[config.mk]
export PLATFORM = sky130hd
export DESIGN_NAME = rate_monotonic_tick_scheduler_top
export DESIGN_NICKNAME = d
export VERILOG_FILES = /design/src/design/rmts_pkg.sv /design/src/design/rate_monotonic_tick_scheduler_top.sv /design/src/design/rmts_ctrl.sv /design/src/design/rmts_dp.sv
export SDC_FILE = /design/constraint.sdc
export NUM_CORES = 1
export LEC_CHECK = 0
export BUFFER_PORTS_ARGS = -buffer_cell sky130_fd_sc_hd__buf_2
export CAP_MARGIN = 10
export CORE_ASPECT_RATIO = 0.75
export CORE_MARGIN = 1
export CORE_UTILIZATION = 40
export DETAILED_ROUTE_END_ITERATION = 12
export MAX_ROUTING_LAYER = met4
export PLACE_DENSITY_LB_ADDON = 0.1
export SYNTH_ARGS = -nofsm -noshare
export SYNTH_HDL_FRONTEND = slang
export SYNTH_SLANG_ARGS = --single-unit
[constraint.sdc]
create_clock -name clk -period 8 [get_ports clk]
set_input_delay 1.6 -clock clk [delete_from_list [all_inputs] [get_ports clk]]
set_output_delay 1.6 -clock clk [all_outputs]
set_load 0.01 [all_outputs]
[src/design/rmts_pkg.sv]
// Shared types, constants and controller state encoding for the tick scheduler.
`default_nettype none

package rmts_pkg;

  // Field and register geometry
  localparam int DATA_W     = 16;
  localparam int TASK_SLOTS = 4;
  localparam int TASK_W     = 2;
  localparam int CNT_W      = 3;
  localparam int NUM_REGS   = 8;
  localparam int ADDR_W     = 5;
  localparam int PDATA_W    = 32;
  localparam int TASKS_DEF  = 4;

  // Register map: index of the first period and first wcet register
  localparam logic [2:0] REG_PERIOD0 = 3'd0;
  localparam logic [2:0] REG_WCET0   = 3'd4;

  typedef logic [DATA_W-1:0] word_t;
  typedef logic [TASK_W-1:0] task_id_t;
  typedef logic [TASK_SLOTS-1:0][DATA_W-1:0] word_bank_t;

  typedef enum logic [1:0] {
    ST_IDLE,
    ST_VISIT,
    ST_DONE
  } ctrl_state_t;

  // Controller to datapath
  typedef struct packed {
    logic     clear;   // restart: drop all scheduling state
    logic     start;   // a tick has been accepted
    logic     visit;   // release check of task idx
    task_id_t idx;
    logic     finish;  // run the top task and load the result
  } dp_cmd_t;

  // Datapath to controller
  typedef struct packed {
    logic             stopped;
    logic             miss_now;
    logic             out_free;
    logic [CNT_W-1:0] count;
  } dp_status_t;

endpackage

`default_nettype wire

[src/design/rate_monotonic_tick_scheduler_top.sv]
// Rate-monotonic tick scheduler: APB register bank, sequencer and datapath.
`default_nettype none

// Each accepted input is one scheduler tick and yields one result. The
// sequencer visits the tasks one after another for the release check, then
// runs the top task and loads the result register once the output is free,
// and returns to idle before it takes a new tick. A halted tick, or one that
// finds a deadline miss, ends early. The next tick is taken while a result
// still waits on a stalled output. Periods and worst-case times are written
// through the APB port; the user must write them only while no tick is in
// progress, as the block itself does not enforce it. A restart tick clears
// the schedule but keeps the registers.
module rate_monotonic_tick_scheduler_top #(
  parameter int TASKS = rmts_pkg::TASKS_DEF
) (
  input  wire                            clk,
  input  wire                            rst_n,
  input  wire                            in_valid,
  output logic                           in_stall,
  input  wire                            in_restart,
  output logic                           out_valid,
  input  wire                            out_stall,
  output logic                           out_busy_res,
  output logic [1:0]                     out_running_task,
  output logic                           out_deadline_miss,
  output logic                           out_halted,
  input  wire                            psel,
  input  wire                            penable,
  input  wire                            pwrite,
  input  wire  [rmts_pkg::ADDR_W-1:0]    paddr,
  input  wire  [rmts_pkg::PDATA_W-1:0]   pwdata,
  output logic [rmts_pkg::PDATA_W-1:0]   prdata,
  output logic                           pready
);
  import rmts_pkg::*;

  word_bank_t  period_r;
  word_bank_t  wcet_r;
  dp_cmd_t     cmd;
  dp_cmd_t     cmd_q;
  dp_status_t  status;
  logic [2:0]  reg_idx;
  logic        wr_en;

  assign pready  = 1'b1;
  assign reg_idx = paddr[4:2];
  assign wr_en   = psel && penable && pwrite && pready;

  // Register bank write
  always_ff @(posedge clk) begin
    if (!rst_n) begin
      for (int t = 0; t < TASK_SLOTS; t++) begin
        period_r[t] <= '0;
        wcet_r[t]   <= word_t'(1);
      end
    end else if (wr_en) begin
      if (reg_idx < REG_WCET0) begin
        period_r[TASK_W'(reg_idx - REG_PERIOD0)] <= pwdata[DATA_W-1:0];
      end else begin
        wcet_r[TASK_W'(reg_idx - REG_WCET0)] <= pwdata[DATA_W-1:0];
      end
    end
  end

  // Register bank read
  always_comb begin
    if (reg_idx < REG_WCET0) begin
      prdata = PDATA_W'(period_r[TASK_W'(reg_idx - REG_PERIOD0)]);
    end else begin
      prdata = PDATA_W'(wcet_r[TASK_W'(reg_idx - REG_WCET0)]);
    end
  end

  // Restart travels with the accepted transfer into the clear command
  always_comb begin
    cmd_q       = cmd;
    cmd_q.clear = cmd.start && in_restart;
  end

  rmts_ctrl #(
    .TASKS (TASKS)
  ) u_ctrl (
    .clk      (clk),
    .rst_n    (rst_n),
    .in_valid (in_valid),
    .in_stall (in_stall),
    .status   (status),
    .cmd      (cmd)
  );

  rmts_dp #(
    .TASKS (TASKS)
  ) u_dp (
    .clk               (clk),
    .rst_n             (rst_n),
    .cmd               (cmd_q),
    .status            (status),
    .period_i          (period_r),
    .wcet_i            (wcet_r),
    .out_valid         (out_valid),
    .out_stall         (out_stall),
    .out_busy_res      (out_busy_res),
    .out_running_task  (out_running_task),
    .out_deadline_miss (out_deadline_miss),
    .out_halted        (out_halted)
  );

`ifndef SYNTH
  a_count_bound: assert property (@(posedge clk) disable iff (!rst_n)
    status.count <= CNT_W'(TASKS))
    else $error("ready stack holds more entries than tasks");

  a_busy_after_take: assert property (@(posedge clk) disable iff (!rst_n)
    (in_valid && !in_stall) |=> in_stall)
    else $error("tick taken while the previous one is still in progress");

  a_miss_halts: assert property (@(posedge clk) disable iff (!rst_n)
    (out_valid && out_deadline_miss) |-> (out_halted && !out_busy_res))
    else $error("deadline miss reported without halting");

  a_halt_no_run: assert property (@(posedge clk) disable iff (!rst_n)
    (cmd.visit && status.stopped) |=> !cmd.visit)
    else $error("release check continued while halted");
`endif

endmodule

`default_nettype wire

[src/design/rmts_ctrl.sv]
// Tick sequencer: accepts a tick, walks the tasks one per cycle, then finishes.
`default_nettype none

module rmts_ctrl #(
  parameter int TASKS = rmts_pkg::TASKS_DEF
) (
  input  wire                 clk,
  input  wire                 rst_n,
  input  wire                 in_valid,
  output logic                in_stall,
  input  rmts_pkg::dp_status_t status,
  output rmts_pkg::dp_cmd_t    cmd
);
  import rmts_pkg::*;

  localparam int IDX_W = (TASKS > 1) ? $clog2(TASKS) : 1;

  ctrl_state_t       state_r, state_nxt;
  logic [IDX_W-1:0]  idx_r, idx_nxt;
  logic              accept;
  logic              idx_last;

  assign accept   = in_valid && !in_stall;
  assign idx_last = (idx_r == IDX_W'(TASKS - 1));

  // Next state and task counter
  always_comb begin
    state_nxt = state_r;
    idx_nxt   = idx_r;
    unique case (state_r)
      ST_IDLE: begin
        if (accept) begin
          state_nxt = ST_VISIT;
          idx_nxt   = '0;
        end
      end
      ST_VISIT: begin
        if (status.stopped || status.miss_now || idx_last) begin
          state_nxt = ST_DONE;
        end else begin
          idx_nxt = idx_r + IDX_W'(1);
        end
      end
      ST_DONE: begin
        if (status.out_free) begin
          state_nxt = ST_IDLE;
        end
      end
      default: state_nxt = ST_IDLE;
    endcase
  end

  // Command outputs
  always_comb begin
    in_stall   = 1'b1;
    cmd        = '0;
    cmd.idx    = TASK_W'(idx_r);
    unique case (state_r)
      ST_IDLE: begin
        in_stall  = 1'b0;
        cmd.start = in_valid;
      end
      ST_VISIT: cmd.visit  = 1'b1;
      ST_DONE:  cmd.finish = status.out_free;
      default:  cmd        = '0;
    endcase
  end

  // Hold state
  always_ff @(posedge clk) begin
    if (!rst_n) begin
      state_r <= ST_IDLE;
      idx_r   <= '0;
    end else begin
      state_r <= state_nxt;
      idx_r   <= idx_nxt;
    end
  end

endmodule

`default_nettype wire

[src/design/rmts_dp.sv]
// Scheduler datapath: per-task lanes, sorted ready stack and result register.
`default_nettype none

module rmts_dp #(
  parameter int TASKS = rmts_pkg::TASKS_DEF
) (
  input  wire                      clk,
  input  wire                      rst_n,
  input  rmts_pkg::dp_cmd_t        cmd,
  output rmts_pkg::dp_status_t     status,
  input  rmts_pkg::word_bank_t     period_i,
  input  rmts_pkg::word_bank_t     wcet_i,
  output logic                     out_valid,
  input  wire                      out_stall,
  output logic                     out_busy_res,
  output logic [1:0]               out_running_task,
  output logic                     out_deadline_miss,
  output logic                     out_halted
);
  import rmts_pkg::*;

  localparam int CW = $clog2(TASKS + 1);

  word_t            phase_r [TASKS];
  word_t            phase_nxt [TASKS];
  word_t            rem_r [TASKS];
  word_t            rem_nxt [TASKS];
  task_id_t         stack_r [TASKS];
  task_id_t         stack_nxt [TASKS];
  logic [CW-1:0]    count_r, count_nxt;
  logic             stopped_r, miss_r;
  logic             out_valid_r;
  logic             out_free;

  logic             sel_en, sel_phase_zero, sel_pending;
  logic             do_release, do_push, miss_now;
  task_id_t         top;
  word_t            rem_top;
  logic             run, do_run, do_pop;
  task_id_t         tmp_id;

  assign out_free = !out_valid_r || !out_stall;

  // Select the lane under release check
  always_comb begin
    sel_en         = 1'b0;
    sel_phase_zero = 1'b0;
    sel_pending    = 1'b0;
    for (int t = 0; t < TASKS; t++) begin
      if (cmd.idx == TASK_W'(t)) begin
        sel_en         = (period_i[t] != '0);
        sel_phase_zero = (phase_r[t] == '0);
        sel_pending    = (rem_r[t] != '0);
      end
    end
  end

  assign do_release = cmd.visit && !stopped_r && sel_en;
  assign miss_now   = do_release && sel_phase_zero && sel_pending;
  assign do_push    = do_release && sel_phase_zero && !sel_pending;

  // Top of stack and its outstanding work
  assign top = stack_r[0];
  always_comb begin
    rem_top = '0;
    for (int t = 0; t < TASKS; t++) begin
      if (top == TASK_W'(t)) begin
        rem_top = rem_r[t];
      end
    end
  end

  assign run    = !stopped_r && (count_r != '0);
  assign do_run = cmd.finish && run;
  assign do_pop = do_run && (rem_top <= word_t'(1));

  // Lane updates: clear, reload or count down the phase, load or burn work
  always_comb begin
    for (int t = 0; t < TASKS; t++) begin
      phase_nxt[t] = phase_r[t];
      rem_nxt[t]   = rem_r[t];
      if (cmd.clear) begin
        phase_nxt[t] = '0;
        rem_nxt[t]   = '0;
      end else if (do_release && !miss_now && cmd.idx == TASK_W'(t)) begin
        if (phase_r[t] == '0) begin
          rem_nxt[t]   = (wcet_i[t] == '0) ? word_t'(1) : wcet_i[t];
          phase_nxt[t] = period_i[t] - word_t'(1);
        end else begin
          phase_nxt[t] = phase_r[t] - word_t'(1);
        end
      end else if (do_run && top == TASK_W'(t) && rem_r[t] != '0) begin
        rem_nxt[t] = rem_r[t] - word_t'(1);
      end
    end
  end

  // Ready stack, top at slot 0: clear, push with one bubble pass, or pop
  always_comb begin
    tmp_id = '0;
    for (int j = 0; j < TASKS; j++) begin
      stack_nxt[j] = stack_r[j];
    end
    count_nxt = count_r;
    if (cmd.clear) begin
      count_nxt = '0;
    end else if (do_push && count_r < CW'(TASKS)) begin
      for (int j = TASKS - 1; j > 0; j--) begin
        stack_nxt[j] = stack_r[j-1];
      end
      stack_nxt[0] = cmd.idx;
      count_nxt    = count_r + CW'(1);
      for (int j = 0; j < TASKS - 1; j++) begin
        if ((CW'(j + 1) < count_nxt) &&
            (period_i[stack_nxt[j]] > period_i[stack_nxt[j+1]])) begin
          tmp_id         = stack_nxt[j];
          stack_nxt[j]   = stack_nxt[j+1];
          stack_nxt[j+1] = tmp_id;
        end
      end
    end else if (do_pop) begin
      for (int j = 0; j < TASKS - 1; j++) begin
        stack_nxt[j] = stack_r[j+1];
      end
      count_nxt = count_r - CW'(1);
    end
  end

  // Hold lane and stack state
  always_ff @(posedge clk) begin
    if (!rst_n) begin
      for (int t = 0; t < TASKS; t++) begin
        phase_r[t] <= '0;
        rem_r[t]   <= '0;
      end
      count_r <= '0;
    end else begin
      for (int t = 0; t < TASKS; t++) begin
        phase_r[t] <= phase_nxt[t];
        rem_r[t]   <= rem_nxt[t];
      end
      count_r <= count_nxt;
    end
  end

  always_ff @(posedge clk) begin
    for (int j = 0; j < TASKS; j++) begin
      stack_r[j] <= stack_nxt[j];
    end
  end

  // Halt and miss flags
  always_ff @(posedge clk) begin
    if (!rst_n) begin
      stopped_r <= 1'b0;
      miss_r    <= 1'b0;
    end else if (cmd.clear) begin
      stopped_r <= 1'b0;
      miss_r    <= 1'b0;
    end else if (miss_now) begin
      stopped_r <= 1'b1;
      miss_r    <= 1'b1;
    end else if (cmd.start) begin
      miss_r <= 1'b0;
    end
  end

  // Result register: load on finish, drop once the transfer completes
  always_ff @(posedge clk) begin
    if (!rst_n) begin
      out_valid_r <= 1'b0;
    end else if (cmd.finish) begin
      out_valid_r <= 1'b1;
    end else if (!out_stall) begin
      out_valid_r <= 1'b0;
    end
  end

  always_ff @(posedge clk) begin
    if (cmd.finish) begin
      out_busy_res      <= run;
      out_running_task  <= run ? top : task_id_t'(0);
      out_deadline_miss <= miss_r;
      out_halted        <= stopped_r;
    end
  end

  assign out_valid = out_valid_r;

  always_comb begin
    status          = '0;
    status.stopped  = stopped_r;
    status.miss_now = miss_now;
    status.out_free = out_free;
    status.count    = CNT_W'(count_r);
  end

endmodule

`default_nettype wire

# ---- Word level (Yosys, flattened, before mapping)
# Memories as Yosys holds them, arrays and structs flattened.
# Cells that the tools add are included.
dict set report classes {
  div_mod_pow 0
  shifts 0
  multipliers 0
  n_reduce_logical 68
  muxes 110
  eq_ne 14
  bitwise 10
  addsub 16
  n_lt_le_gt_ge 19
}
# op n
set ops {}
lappend ops {{$mux W16} 55}
lappend ops {{$bmux W16 S2} 8}
lappend ops {{$sub A16 B1 Y16 const B} 12}
lappend ops {{$bwmux W64} 2}
lappend ops {{$logic_not A16 Y1} 8}
lappend ops {{$reduce_bool A16 Y1} 8}
lappend ops {{$demux W16 S2} 2}
lappend ops {{$gt A16 B16 Y1} 3}
lappend ops {{$logic_and A1 B1 Y1} 31}
lappend ops {{$mux W4} 7}
lappend ops {{$lt A2 B3 Y1 const B} 8}
lappend ops {{$mux W1} 22}
lappend ops {{$le A16 B1 Y1 const B} 1}
lappend ops {{$mux W2} 7}
lappend ops {{$eq A2 B2 Y1 const B} 6}
lappend ops {{$mux W6} 2}
lappend ops {{$mux W8} 1}
lappend ops {{$ne A2 B1 Y1 const B} 4}
lappend ops {{$or A1 B1 Y1} 8}
lappend ops {{$eq A2 B1 Y1 const B} 3}
lappend ops {{$logic_not A2 Y1} 3}
lappend ops {{$lt A2 B3 Y1 const A} 2}
lappend ops {{$lt A3 B3 Y1 const B} 2}
lappend ops {{$mux W3} 2}
lappend ops {{other kinds (18)} 30}
dict set report word_totals {
  out_inout_bits 40
  word_cells 258
  latchBits 0
  mem_bits_rw 136
  memories 3
  ff_bits 143
  mem_bits_ro 0
}
# memory words word_bits read_ports rd_ports_with_merged_regs wr line_no
set memory_table {}
lappend memory_table {u_dp.phase_r 4 16 4 0 4 rmts_dp.sv:24} ;# word_t phase_r [TASKS];
lappend memory_table {u_dp.rem_r 4 16 4 0 4 rmts_dp.sv:26} ;# word_t rem_r [TASKS];
lappend memory_table {u_dp.stack_r 4 2 4 0 4 rmts_dp.sv:28} ;# task_id_t stack_r [TASKS];

# ---- Logic depth before layout (Yosys ltp)
# Gate-level depths: netlist (run 1).
dict set report logic_depth {
  ltp_word 28
  ltp_mapped 36
  depth_no_buf 31
}

# ---- Cells and area by module
# A second synthesis (run 1) with hierarchy kept.
dict set report hier_totals {
  hier_cells 2187
  hier_area_um2 19309.8
}
# module area_per_inst_um2 n_inst seq_area_each_um2 cells_each
set by_module_without_submodules {}
lappend by_module_without_submodules {rmts_dp 13175.1 1 3072.9 1637}
lappend by_module_without_submodules {rate_monotonic_tick_scheduler_top 5878.1 1 2562.5 519}
lappend by_module_without_submodules {rmts_ctrl 256.5 1 80.1 31}

# ---- Least setup slack after synthesis (run 1)
# OpenSTA, ideal clock, no wires.
dict set report synth_timing {
  kind {reg2reg}
  startpoint {memory u_dp.stack_r[0][1] in the netlist's numbering}
  endpoint {memory u_dp.stack_r[3][0] in the netlist's numbering, data pin}
  path_slack_ns -0.584
  arrival_ns 8.324
  required_ns 7.740
  path_stages_with_launch 33
  period_less_slack_ns 8.584
  setup_time_ns 0.260
  cell_sequence {edfxtp_1 > buf_1 > clkbuf_1 > mux4_2 > inv_1 > ha_1 > a21oi_1 > o21ai_0 > or3_1 > or3_1 > a31oi_1 > clkbuf_1 > buf_2 > mux2i_1 > a21oi_1 > ha_1 > nand3_1 > nor4_1 > o21ai_0 > a31oi_1 > nor2_1 > a21oi_1 > buf_2 > mux2i_1 > mux2i_1 > ha_1 > nor2b_1 > o21a_1 > o21a_1 > o211ai_1 > a21oi_1 > o21ai_0 > mux2_2}
}
# element line_no
set synth_lines {}
lappend synth_lines {{from (decl)} rmts_dp.sv:28}

==> results.md, run 1 <==
* Status: completed
* Syn avg cell area at 8.036 sq um
* RSZ-0062 raised after global routing: false
* Post-route ant nets at 0
* Starting density of the core at 40.73%
* WP buf/inv at 6
* DP Wirelength at 58.52 mm
* Drc violations at 0
* Share of cells above drive strength 1 at 17.06%
* Logic gate share of total power at 19.3%
* Sw frac at 30.49%
* Most frequent cells after synthesis: 412 x nand2_1, 266 x dfxtp_1, 169 x clkbuf_1
* Worst setup EP type: register
* Relative slew slack at 16.19%
* H-tree levels at 2
* Max FO, Critical Path at 19
* Area of the core at 0.04905 sq mm
* Min Clock Period, post-route at 7.482 ns
* Top-area cell type share of the netlist area at 26.65%
* Leakage at 8.565 nW
* Root Buffer: clkbuf_16
* Worst setup path class: register to register
* Synth warn at 0
* Async SR Flop Fraction at 0%
* Die Span Y at 195.5 um
* Top FF cell, synth: dfxtp_1
* Vias at 19946
* Layout Skew at 0.02426 ns
* Int Pwr at 2.658 mW
* Die Footprint at 0.05085 sq mm
* Via density at 6.366
* Arr. time, crit path at 7.76 ns
* Number of global-route vias before repair at 18011
* #FFs+latches synth at 279
* DP Area at 0.02099 sq mm
* Slowest cell delay on critical path at 0.47 ns
* TNS Setup at 0 ns
* Count leader, synth: nand2_1
* Port buffer count at 49
* Peak VDD IR at 116.2 uV
* Distinct cells, synth at 94
* Post-synth EDFFs at 13
* Die width at 260.1 um
* Routed wire per std cell at 26.31 um
* Crit start category: register
* Drt first pass iters at 6
* Ports at 85
* Clock sink count at 279
* Finish-stage setup viols at 0
* Final instance area at 0.02226 sq mm
* CTS tree: built
* Clock Tree Buf Depth at 3
* Power density cells at 171.8 mW/mm^2
* CP most frequent cell: buf_4
* Area Growth Syn to Fin at 11.43%
* Drt total wl at 82.44 mm
* CTS clock-pin slew for the worst setup and hold paths at 0.06 ns
* Dominant cells by area after synthesis: dfxtp_1 27%, mux4_2 9.0%, nand2_1 7.7%
* Antenna violations before repair at 1
* Sequential area share after synthesis at 28.61%
* Total gr overflow at 0
* Final Cycle Share at 93.53%
* Slew Limit Fails at 0
* Cell area after synthesis at 0.01998 sq mm
* Register share of total power at 37.9%
* Max-cap viol count at 0
* N_diodes at 0
* Gr usage total at 32.77%
* FP Rows at 70
* Cts bufs inserted at 34
* WP data required at 8.28 ns
* Hold Crit Class: register to register
* Delay-heaviest family, CP: compound AO/OA/AOI/OAI gates
* First-pass GRT wire length at 121.3 mm
* CP max-delay cell: dfxtp_1
* Fin nets at 2567
* Post-synth top area cell: dfxtp_1
* Worst Max-Slew Pin Slew at 1.247 ns
* Worst skew pair latency at 0.54 ns
* Largest net degree at the start of global routing at 124
* Net Sw Power at 1.166 mW
* Clock network fraction of total power at 42.8%
* RePlAce Congestion at 0.9778
* Initial DRC count at 2565
* Fmax at 133.6 MHz
* Mapped Cells at 2486
* Fin. Hold Viols at 0
## path summary, 6_finish.rpt
check	start	to	slack, ns	cells after the start
hold reg to reg	u_dp.miss_r	u_dp.out_deadline_miss	0.44	0
setup / recovery	u_ctrl.state_r[0]	u_dp.stack_r[3][0]	0.52	33
setup reg to reg	u_ctrl.state_r[0]	u_dp.stack_r[3][0]	0.52	33
hold / removal	u_dp.miss_r	u_dp.out_deadline_miss	0.44	0
## routing by layer
| layer | wire (um) | track usage (%) | share of wire [%] | up-vias |
|---|---|---|---|---|
| li1 | - | - | - | 9010 |
| met4 | 1986 | 7.451 | 2.4 | 0 |
| met3 | 10000 | 8.074 | 12 | 117 |
| met1 | 38110 | 49.41 | 46 | 9788 |
| met2 | 32340 | 42.82 | 39 | 1031 |
| met5 | 0 | - | 0 | - |
## worst reg2reg max path: cells and delay by family (launching register included)
kind | cells | cell delay, ns
muxes | 4 | 0.83
and+or+nand+nor | 5 | 1.21
buffers and inverters | 6 | 1.12
AOI/OAI and AO/OA | 15 | 2.61
adders and majority gates | 3 | 0.97
DFF | 1 | 0.47
## state kept, by name, indices dropped and copies added, names as in the netlist, 2 cells and up
signal	count
u_dp.out_running_task	2
period_r	64
u_dp.rem_r	64
wcet_r	64
u_dp.phase_r	64
u_ctrl.idx_r	2
u_dp.count_r	3
u_dp.stack_r	8
u_ctrl.state_r	2
## repair_timing
action,CTS,global route
setup endpoints to repair,0,6
gates resized for setup,0,16
buffers inserted,0,6
hold buffers,0,0
## metrics by stage
stage	util [%]	hold slack (ns)	setup WS, ns	power, mW	instances
final	45.39	0.4376	0.5175	3.824	3133
after global routing	45.39	0.4530	0.04626	3.950	3133
after CTS	45.12	0.4375	0.2057	3.804	3126
after detailed placement	42.80	0.4239	0.2356	2.178	3067
after global placement	42.80	0.4131	0.3609	2.173	3067
after floorplan	-	0.4086	0.08412	1.971	2501
## area by class of cell
type / instances / area (sq um)
clock buffer: 46 / 945.9
clock inverter: 13 / 190.2
fill: 4889 / 26790
inverter: 72 / 270.3
multi-input combinational: 1903 / 13070
sequential: 279 / 5719
tap: 648 / 810.8
timing repair buffer: 172 / 1251
## cell usage in the layout (no fill, tap or decap), drive strengths merged, types with 75 or more instances in the layout
cell	instances
buf	171
mux4	80
mux2i	87
dfxtp	266
o21ai	95
nand2	414
a21oi	168
nor3	79
a21boi	131
nor2	150
inv	75
## power groups by stage
stage,combinational (mW),clock (mW),sequential [mW]
2_1_floorplan,0.508,0,1.46
3_3_place_gp,0.694,0,1.48
3_5_place_dp,0.698,0,1.48
4_1_cts,0.701,1.65,1.45
5_1_grt,0.792,1.71,1.45
6_report,0.738,1.64,1.45
## cell families (layout without fill, tap and decap cells)
kind of cell / count (synthesis) / after routing / share of synthesized area (%)
buffers and inverters: 319 / 303 / 6.827
XOR/XNOR: 8 / 8 / 0.3507
multiplexers: 205 / 205 / 15.52
adder cells (fa/ha/maj): 60 / 60 / 3.758
AO/OA/AOI/OAI: 655 / 655 / 22.16
other: 2 / 17 / 0.03759
AND/OR/NAND/NOR: 958 / 958 / 22.73
flip-flops: 279 / 279 / 28.61
(Power assumes the default switching activity.)
==> inputs of run 2 (changes only) <==
--- a/config.mk
+++ b/config.mk
@@ -5,6 +5,7 @@
 export SDC_FILE = /design/constraint.sdc
 export NUM_CORES = 1
 export LEC_CHECK = 0
+export ABC_AREA = 1
 export BUFFER_PORTS_ARGS = -buffer_cell sky130_fd_sc_hd__buf_2
 export CAP_MARGIN = 10
 export CORE_ASPECT_RATIO = 0.75
==> results.md, run 2 <==
* Status: completed (unchanged)
* Worst skew pair latency at 0.57 ns (was 0.54 ns)
* Worst reg-to-reg setup slack at 0.47 ns (was 0.52 ns)
* Post-CTS setup buffers at 0 (unchanged)
* Min Clock Period, post-route at 7.533 ns (was 7.482 ns)
* Hold Startpoint: u_dp.miss_r (unchanged)
* RePlAce Congestion at 1.008 (was 0.9778)
* Slowest cell delay on critical path at 0.38 ns (was 0.47 ns)
* Top FF cell, synth: dfxtp_1 (unchanged)
* Layout Skew at 0.01682 ns (was 0.02426 ns)
* Dpl ws at 0.3251 ns (was 0.2356 ns)
* Crit start category: register (unchanged)
* DP Wirelength at 58.06 mm (was 58.52 mm)
* Multiplexer share of the synthesized area at 0% (was 15.52%)
* Post-route ant nets at 0 (unchanged)
* Ports at 85 (unchanged)
* Final instance area at 0.02141 sq mm (was 0.02226 sq mm)
* Distinct cells, synth at 56 (was 94)
* Sequential area share after synthesis at 29.36% (was 28.61%)
* Setup WS post-layout at 0.4670 ns (was 0.5175 ns)
* First-pass GRT wire length at 117.6 mm (was 121.3 mm)
* Dominant cells by area after synthesis: dfxtp_1 27%, nand2_1 12%, o21ai_0 8.8% (was dfxtp_1 27%, mux4_2 9.0%, nand2_1 7.7%)
* CP max-delay cell: dfxtp_1 (unchanged)
* Hold Crit Class: register to register (unchanged)
* Worst Hold Depth at 0 (unchanged)
* Vias at 21456 (was 19946)
* Fin. Hold Viols at 0 (unchanged)
* Hold Crit Endpoint: u_dp.out_deadline_miss (unchanged)
* Largest net degree at the start of global routing at 94 (was 124)
* WP data required at 8.31 ns (was 8.28 ns)
* Post-synthesis adder-cell area fraction at 3.857% (was 3.758%)
* Cts bufs inserted at 35 (was 34)
* Port buffer count at 49 (unchanged)
* Starting density of the core at 40.84% (was 40.73%)
* R2R Path Start: u_ctrl.state_r[1] (was u_ctrl.state_r[0])
* Share of cells above drive strength 1 at 6.825% (was 17.06%)
* Power density cells at 205.7 mW/mm^2 (was 171.8 mW/mm^2)
* Reg2Reg Depth at 39 (was 33)
* Worst setup path class: register to register (unchanged)
* Clock sink count at 279 (unchanged)
* Antenna violations before repair at 3 (was 1)
* Mapped Cells at 3099 (was 2486)
* Synth Area in XOR/XNOR at 3.060% (was 0.3507%)
* Via density at 5.728 (was 6.366)
* Simple-Gate Fraction of Synth Area at 28.46% (was 22.73%)
* Filler cell count at 5020 (was 4889)
* Commonest non-fill, non-tap cell in the layout: nand2_1 (unchanged)
* Critical path origin: u_ctrl.state_r[1] (was u_ctrl.state_r[0])
* Number of global-route vias before repair at 18819 (was 18011)
* Gr usage total at 32.13% (was 32.77%)
* Area Growth Syn to Fin at 9.976% (was 11.43%)
* Total gr overflow at 0 (unchanged)
* Arr. time, crit path at 7.85 ns (was 7.76 ns)
* Fin nets at 3186 (was 2567)
* Slew Limit Fails at 0 (unchanged)
* Drt total wl at 80.12 mm (was 82.44 mm)
* H-tree levels at 2 (unchanged)
* Syn avg cell area at 6.281 sq um (was 8.036 sq um)
* Most frequent cells in the layout: 622 x nand2_1, 396 x nor2_1, 347 x inv_1 (was 410 x nand2_1, 263 x dfxtp_1, 164 x a21oi_1)
* Finish-stage setup viols at 0 (unchanged)
* R2R Path End: u_dp.stack_r[2][1] (was u_dp.stack_r[3][0])
* Main combinational cell family by area after synthesis: simple AND/OR/NAND/NOR gates (unchanged)
* Worst setup EP type: register (unchanged)
* Die width at 256.7 um (was 260.1 um)
* Drc violations at 0 (unchanged)
* Initial DRC count at 2579 (was 2565)
* Drt first pass iters at 5 (was 6)
* Root Buffer: clkbuf_16 (unchanged)
* Top-area cell type share of the netlist area at 27.36% (was 26.65%)
* TNS Setup at 0 ns (unchanged)
* Relative slew slack at 20.44% (was 16.19%)
* Post-synth EDFFs at 13 (unchanged)
* Die Footprint at 0.04956 sq mm (was 0.05085 sq mm)
* Peak VDD IR at 153.1 uV (was 116.2 uV)
* Max-cap viol count at 0 (unchanged)
* CP most frequent cell: nand2_1 (was buf_4)
* Clock Tree Buf Depth at 3 (unchanged)
* CTS clock-pin slew for the worst setup and hold paths at 0.06 ns (about the same)
* Most frequent cells after synthesis: 625 x nand2_1, 398 x nor2_1, 348 x inv_1 (was 412 x nand2_1, 266 x dfxtp_1, 169 x clkbuf_1)
* Async SR Flop Fraction at 0% (unchanged)
* Routed wire per std cell at 21.39 um (was 26.31 um)
* Worst Max-Slew Pin Slew at 1.190 ns (was 1.247 ns)
* RSZ-0062 raised after global routing: false (unchanged)
* CTS tree: built (unchanged)
* Fmax at 132.7 MHz (was 133.6 MHz)
* Post-synthesis compound-gate area fraction at 23.91% (was 22.16%)
* Count leader, synth: nand2_1 (unchanged)
* #FFs+latches synth at 279 (unchanged)
* Die Span Y at 193.0 um (was 195.5 um)
* Synth warn at 0 (unchanged)
* Cell area after synthesis at 0.01946 sq mm (was 0.01998 sq mm)
* Area of the core at 0.04766 sq mm (was 0.04905 sq mm)
* Max FO, Critical Path at 21 (was 19)
* Post-synth top area cell: dfxtp_1 (unchanged)
* FP Rows at 69 (was 70)
* Final Cycle Share at 94.16% (was 93.53%)
* Leakage at 9.825 nW (was 8.565 nW)
* DP Area at 0.02015 sq mm (was 0.02099 sq mm)
## run 2: cell type report
cell class	count	area (sq um)	share of cell area, %
Multi-Input combinational cell	2294	11660	54.49
Sequential cell	279	5715	26.70
Inverter	372	1408	6.575
Clock buffer	48	1006	4.699
Tap cell	639	799.5	3.735
Timing Repair Buffer	99	620.6	2.899
Clock inverter	14	190.2	0.8884
Antenna cell	1	2.502	0.01169
## run 2: worst max-delay path by stage
| stage | to | slack [ns] | cells past startpoint |
|---|---|---|---|
| detailed placement | u_dp.stack_r[2][0] | 0.33 | 39 |
| global route | u_dp.stack_r[2][1] | 0.007 | 41 |
| CTS | u_dp.stack_r[2][0] | 0.29 | 39 |
| floorplan | u_dp.stack_r[2][0] | 1.76 | 47 |
| global placement | u_dp.stack_r[2][0] | 0.44 | 40 |
| finish | u_dp.stack_r[2][1] | 0.47 | 39 |
## run 2: what timing repair did
item                       4_1_cts  5_1_grt
setup endpoints to repair        0        6
resized for setup                0       10
hold buffers                     0        0
hold endpoints to repair         0        0
## run 2: stage by stage
step                cells  utilization (%)  hold WS, ns  total power [mW]
CTS                  3743            44.79       0.4373             4.378
global placement     3681            42.28       0.4259             2.671
floorplan            3114                -       0.4086             2.354
global route         3745            44.91       0.4486             4.618
finish               3746            44.92       0.4344             4.404
detailed placement   3681            42.28       0.4221             2.680
## run 2: cell families (layout without fill, tap and decap cells)
group	Yosys count	after routing
simple gates	1311	1311
compound gates	836	838
buf+inv	543	533
flops	279	279
xor+xnor	68	68
fa+ha+maj	60	60
other cells	2	18
## run 2: where the power goes
group	internal (mW)	switching, mW
combinational	0.386	0.841
clock	1.01	0.691
sequential	1.44	0.0336
total	2.84	1.57
## run 2: critical path: cells and delay by family (launching register included)
kind | cells | cell delay [ns]
fa+ha+maj | 3 | 0.92
buf+inv | 5 | 1.08
compound gates | 8 | 1.40
simple gates | 23 | 3.50
flops | 1 | 0.38
## run 2: routing by layer
| layer | up-vias | track usage, % | routed length [um] |
|---|---|---|---|
| met5 | - | - | 0 |
| li1 | 10275 | - | - |
| met4 | 0 | 8.288 | 1680 |
| met3 | 126 | 6.052 | 8628 |
| met2 | 1018 | 44.30 | 31630 |
| met1 | 10037 | 47.15 | 38180 |
